**config.mk**
```make
export PLATFORM = sky130hd
export DESIGN_NAME = rbms_ctrl
export DESIGN_NICKNAME = d
export VERILOG_FILES = /design/src/design/rbms_pkg.sv /design/src/design/rbms_ctrl.sv
export SDC_FILE = /design/constraint.sdc
export NUM_CORES = 1
export LEC_CHECK = 0
export BUFFER_PORTS_ARGS = -buffer_cell sky130_fd_sc_hd__buf_2
export CAP_MARGIN = 30
export CORE_AREA = 2 2 39 41
export DETAILED_ROUTE_END_ITERATION = 7
export DIE_AREA = 0 0 41 43
export SLEW_MARGIN = 5
export SYNTH_ARGS = -nofsm -noshare
export SYNTH_HDL_FRONTEND = slang
export SYNTH_SLANG_ARGS = --single-unit
```
**constraint.sdc**
```tcl
create_clock -name clock -period 2.1 [get_ports clock]
set_input_delay 0.21 -clock clock [delete_from_list [all_inputs] [get_ports clock]]
set_output_delay 0.21 -clock clock [all_outputs]
set_load 0.01 [all_outputs]
```
**src/design/rbms_pkg.sv**
```systemverilog
// ----------------------------------------------------------------------------
// rbms_pkg
// Shared types and constants for the rectangle bound mixed-radix split unit:
// register map, controller states and the command and status bundles.
// ----------------------------------------------------------------------------
`default_nettype none

package rbms_pkg;

   // Default number of sub-dimensions the stride table can hold.
   localparam int MAX_DIM_DEFAULT = 4;

   // Register file geometry.
   localparam int CSR_ADDR_W = 5;
   localparam int CSR_DATA_W = 32;
   localparam int BOUND_W    = 64;
   localparam int IDX_W      = 3;

   // Register indexes (byte address divided by four).
   localparam logic [2:0] REG_SPLIT_DIM   = 3'd0;
   localparam logic [2:0] REG_PART_COUNT  = 3'd1;
   localparam logic [2:0] REG_PART_SIZE_1 = 3'd2;
   localparam logic [2:0] REG_PART_SIZE_2 = 3'd3;
   localparam logic [2:0] REG_PART_SIZE_3 = 3'd4;

   typedef enum logic [3:0] {
      ST_RB_INIT,
      ST_RB_WRITE,
      ST_RB_MUL_LO,
      ST_RB_MUL_HI,
      ST_RB_ACC,
      ST_IDLE,
      ST_PASS,
      ST_DIV_START,
      ST_DIV_WAIT,
      ST_PART_OUT
   } state_type;

   typedef struct packed {
      logic rb_init;
      logic rb_write;
      logic rb_mul_lo;
      logic rb_mul_hi;
      logic rb_acc;
      logic accept;
      logic load_pass;
      logic div_start;
      logic load_part;
   } cmd_type;

   typedef struct packed {
      logic cfg_wr;
      logic rb_last;
      logic split_hit;
      logic div_done;
      logic out_free;
      logic part_last;
   } status_type;

endpackage

`default_nettype wire

```
**src/design/rbms_ctrl.sv**
```systemverilog
// ----------------------------------------------------------------------------
// rbms_ctrl
// Controller: sequences the stride rebuild after reset and register writes,
// and walks each accepted item through pass-through or the division rounds.
// ----------------------------------------------------------------------------
`default_nettype none

module rbms_ctrl (
   input  wire logic                 clock,
   input  wire logic                 reset,
   input  wire logic                 req_valid,
   output logic                      req_stall,
   input  wire rbms_pkg::status_type status,
   output rbms_pkg::cmd_type         cmd
);

   rbms_pkg::state_type state_ff, state_in;

   always_ff @(posedge clock) begin
      if (reset) begin
         state_ff <= rbms_pkg::ST_RB_INIT;
      end else begin
         state_ff <= state_in;
      end
   end

   always_comb begin
      state_in  = state_ff;
      cmd       = '0;
      req_stall = (state_ff != rbms_pkg::ST_IDLE) || status.cfg_wr;

      unique case (state_ff)
         rbms_pkg::ST_RB_INIT: begin
            if (status.cfg_wr) begin
               state_in = rbms_pkg::ST_RB_INIT;
            end else begin
               cmd.rb_init = 1'b1;
               state_in    = rbms_pkg::ST_RB_WRITE;
            end
         end
         rbms_pkg::ST_RB_WRITE: begin
            if (status.cfg_wr) begin
               state_in = rbms_pkg::ST_RB_INIT;
            end else begin
               cmd.rb_write = 1'b1;
               state_in = status.rb_last ? rbms_pkg::ST_IDLE : rbms_pkg::ST_RB_MUL_LO;
            end
         end
         rbms_pkg::ST_RB_MUL_LO: begin
            if (status.cfg_wr) begin
               state_in = rbms_pkg::ST_RB_INIT;
            end else begin
               cmd.rb_mul_lo = 1'b1;
               state_in      = rbms_pkg::ST_RB_MUL_HI;
            end
         end
         rbms_pkg::ST_RB_MUL_HI: begin
            if (status.cfg_wr) begin
               state_in = rbms_pkg::ST_RB_INIT;
            end else begin
               cmd.rb_mul_hi = 1'b1;
               state_in      = rbms_pkg::ST_RB_ACC;
            end
         end
         rbms_pkg::ST_RB_ACC: begin
            if (status.cfg_wr) begin
               state_in = rbms_pkg::ST_RB_INIT;
            end else begin
               cmd.rb_acc = 1'b1;
               state_in   = rbms_pkg::ST_RB_WRITE;
            end
         end
         rbms_pkg::ST_IDLE: begin
            if (status.cfg_wr) begin
               state_in = rbms_pkg::ST_RB_INIT;
            end else if (req_valid) begin
               cmd.accept = 1'b1;
               state_in = status.split_hit ? rbms_pkg::ST_DIV_START : rbms_pkg::ST_PASS;
            end
         end
         rbms_pkg::ST_PASS: begin
            if (status.out_free) begin
               cmd.load_pass = 1'b1;
               state_in      = rbms_pkg::ST_IDLE;
            end
         end
         rbms_pkg::ST_DIV_START: begin
            cmd.div_start = 1'b1;
            state_in      = rbms_pkg::ST_DIV_WAIT;
         end
         rbms_pkg::ST_DIV_WAIT: begin
            if (status.div_done) begin
               state_in = rbms_pkg::ST_PART_OUT;
            end
         end
         rbms_pkg::ST_PART_OUT: begin
            if (status.out_free) begin
               cmd.load_part = 1'b1;
               state_in = status.part_last ? rbms_pkg::ST_IDLE : rbms_pkg::ST_DIV_START;
            end
         end
         default: begin
            state_in = rbms_pkg::ST_RB_INIT;
         end
      endcase
   end

endmodule

`default_nettype wire
```
; ---- Word-level counts from Yosys, hierarchy flattened
; Index checks and enable logic that the tools add are counted.
; Widths: inputs -> output; s select.
[totals]
n_memories = 0
output_inout_bits = 10
regBits = 4
word_cells = 45
in_bits = 9
rom_bits = 0
latchBits = 0
mem_bits_rw = 0
[op_classes]
multipliers = 0
eq_ne = 14
add_sub_neg = 0
div = 0
shifts = 0
order_cmp = 0
n_reduce_logical = 4
n_bitwise = 0
n_mux = 26
[op_table]
columns = operator, n
row1 = $pmux 4 s9, 1
row2 = $mux 4, 5
row3 = $eq 4x3->1 const B, 4
row4 = $mux 1, 15
row5 = $mux 3, 3
row6 = $eq 4x2->1 const B, 2
row7 = $eq 4x4->1 const B, 2
row8 = $ne 2x2->1 const B, 3
row9 = $eq 4x1->1 const B, 1
row10 = $logic_not 4->1, 1
row11 = $mux 2, 2
row12 = $ne 4x3->1 const B, 1
row13 = $reduce_and 4->1, 1
row14 = $ne 3x3->1 const B, 1
row15 = $reduce_or 2->1, 1
row16 = $logic_or 1x1->1, 1

; ---- Logic depth before layout (Yosys ltp)
[depth]
word_depth = 4
depth_mapped = 6
depth_no_buf = 4

; ---- Worst setup path before layout
; No wires, ideal clock.
[synth_path]
path_kind = reg-to-reg
start = reg state_ff[1]
end = reg state_ff[2]
path_buffers = 0
arrival_ps = 1447
required_time_ps = 1979
setup_time_ps = 121
path_stages_with_launch = 5
setup_slack_ps = 532
synth_period_minus_slack_ps = 1568
path_cell_list = dfxtp_1 or3_4 or3_1 o21a_1 mux2_4
[synth_between]
elab_chain_cells = 3
word_cells_on_any_way = 17
classes_between = eq/ne (13) / mux (1) / reduce/logical (3)
[synth_lines]
columns = element, line_no
row1 = "start, declared", rbms_ctrl.sv:17  ; rbms_pkg::state_type state_ff, state_in;
row2 = "start signal, assigned", rbms_ctrl.sv:21  ; state_ff <= rbms_pkg::ST_RB_INIT;
row3 = "start signal, assigned", rbms_ctrl.sv:23  ; state_ff <= state_in;
row4 = $eq 4x3->1 (tied with other cells), rbms_ctrl.sv:32  ; unique case (state_ff)
row5 = $reduce_or 2->1 (no line) (tied with other cells), -
row6 = $pmux 4 s9 / $reduce_and 4->1 (equally long branches), -
; Several ways; a longest one is shown, not always the timed one.
; A chain may end at the register's enable or synchronous reset.

==> flow_summary.ini <==
[die]
die_w_um = 41
dieArea_um2 = 1763
start_util_pct = 35.35
io_pins = 19
rows = 14
coreArea_um2 = 1384
die_h_um = 43

[global_route]
antenna_found_initial = 0
grt_pass1_wl_mm = 2.125
grt_max_degree = 20
grt_usage_pct = 17.45
grt.overflow.total = 0
grt_pass1_vias = 463

[drt]
wire_per_inst_um = 12.43
post-route-drc-count = 0
vias = 538
first_pass_iters = 4
ant_nets = 0
drtIter0Drc = 8
drt_wl_total_mm = 1.243
drt-vias-per-instance = 5.380

[layout]
top_regs = state_ff: 4 flops
layout.nets = 95
final_common_cell = buf_2
layout_common_cells = buf_2 (18), nor2_1 (7)
syn_to_final_growth_pct = 24.04
antennaDiodeCount = 0
regMostFlops = state_ff
final_layout_size_suffix_gt1_share_pct = 36.90
largest_reg_flops = 4

[power]
max-vdd-ir-drop_mv = 0.2285
power_leakage_nw = 0.2618
total_power_mw = 0.2308
p_per_area_nw_per_um2 = 380.4

[synthesis]
async_reset_ff_share_pct = 0
synth_cells = 67
synth_edf_count = 0
synth_top_flop_cell = dfxtp_1
synth_area_leaders = dfxtp_1 (16%), nor2_1 (5.4%), and4bb_2 (5.1%), or4bb_1 (4.6%), a21oi_1 (4.1%)
synth_seq_cells = 4
avgSynthCellArea_um2 = 7.302
synth_top_area_cell = dfxtp_1
synth.net_count = 76
synth.distinct_cells = 34
yosys_warnings = 0
yosysSeqAreaShare_pct = 16.37
synth_top_area_share_pct = 16.37
netlist_area_um2 = 489.2

[worst_setup_path]
criticalPathCategory = reg -> out
path_cells = or3_4 -> or2_2 -> nor2_1 -> buf_2
worstPathRequired_ns = 1.89
slowest_stage = or3_4
cp_max_fo = 15
cp_slowest_stage_delay_ns = 0.45
arrival_ns = 1.62
end_kind = output port
critPathLaunchType = flop

[job]
cap_violations = 0

[clock_network]
clock_insertion_delay_worst_skew_ns = 0.24
cts_resized = 0
clock_path_buffers = 2
clock_sinks = 4
clockRootBuffer = clkbuf_4
path_clk_slew_ns = 0.04
cts_tree = done
cts_buffers = 3
htreeDepth = 1
hold_buffers = 0
postCtsSetupRepairBufs = 0

[timing]
hold_viol_final = 0
slew_violations = 0
finalSetupTns_ns = 0
post-route-period-util_pct = 87.10
min_period_ns = 1.829
maxSlewHeadroom_pct = 64.00
finalSetupViolations = 0
holdWs_ns = 0.2113
max_freq_mhz = 546.7
finalClockSkew_ns = 0.001128
worst_pin_slew_ns = 0.5393
rsz0062_at_grt = false

[placed_design]
numPortBuffers = 18
gp_congestion = 0.7535
place_hpwl_um = 925.1

[min_path]
hp-class = in -> reg

[status]
status = complete, no violations
==> final timing paths <==
check	start	endpoint	slack [ns]	depth (start not counted)
hold / removal	reset	state_ff[3]	0.21	2
hold reg to reg	state_ff[2]	state_ff[3]	0.71	3
setup / recovery	state_ff[3]	cmd[3]	0.27	4
setup reg to reg	state_ff[3]	state_ff[2]	0.31	4
==> final cells by class <==
| cell class | count | area [µm²] |
|---|---|---|
| Fill cell | 156 | 777.0 |
| Multi-Input combinational cell | 54 | 371.6 |
| Timing Repair Buffer | 19 | 97.59 |
| Sequential cell | 4 | 80.08 |
| Clock buffer | 3 | 22.52 |
| Tap cell | 16 | 20.02 |
| Inverter | 4 | 15.01 |
==> per-stage QoR <==
step / instance area, µm² / util, % / worst slack (ns) / cells
floorplan: 489.2 / - / 0.5317 / 67
global placement: 584.3 / 42.22 / 0.3029 / 97
detailed placement: 584.3 / 42.22 / 0.3092 / 97
CTS: 606.8 / 43.85 / 0.2628 / 100
global route: 606.8 / 43.85 / 0.1262 / 100
finish: 606.8 / 43.85 / 0.2710 / 100
==> worst max-delay path: cells and delay by family (launching register included) <==
family / cells / cell delay, ns
flip-flops: 1 / 0.43
buffers and inverters: 1 / 0.13
AND/OR/NAND/NOR: 3 / 0.82
==> cell families after synthesis <==
kind of cell / synth area share [%]
flops: 16.37
mux: 5.114
buf+inv: 7.671
simple gates: 45.78
compound gates: 25.07
==> per-layer routing <==
metal / share of wire [%] / global-route usage (%)
met2: 49 / 26.56
met1: 46 / 23.08
met5: 0 / 0
met4: 0 / 3.333
met3: 4.9 / 6.283
==> power by group <==
group | internal (mW) | total [mW] | switching (mW)
registers | 0.0785 | 0.0862 | 0.00766
clock network | 0.0642 | 0.0994 | 0.0352
logic | 0.0228 | 0.0453 | 0.0224
==> synth_stat cells, types with 2 or more instances <==
cell      count
nor3b_1       2
nor4_1        2
o21ai_0       4
clkbuf_1      2
nand2b_1      3
buf_2         3
inv_1         4
dfxtp_1       4
and2_1        2
or2_2         2
nand2_1       2
and4bb_2      2
nor2_1        7
nor3_1        3
or4bb_1       2
a21oi_1       4
a31oi_1       2
Note: power is estimated with default switching activity, not from simulation.
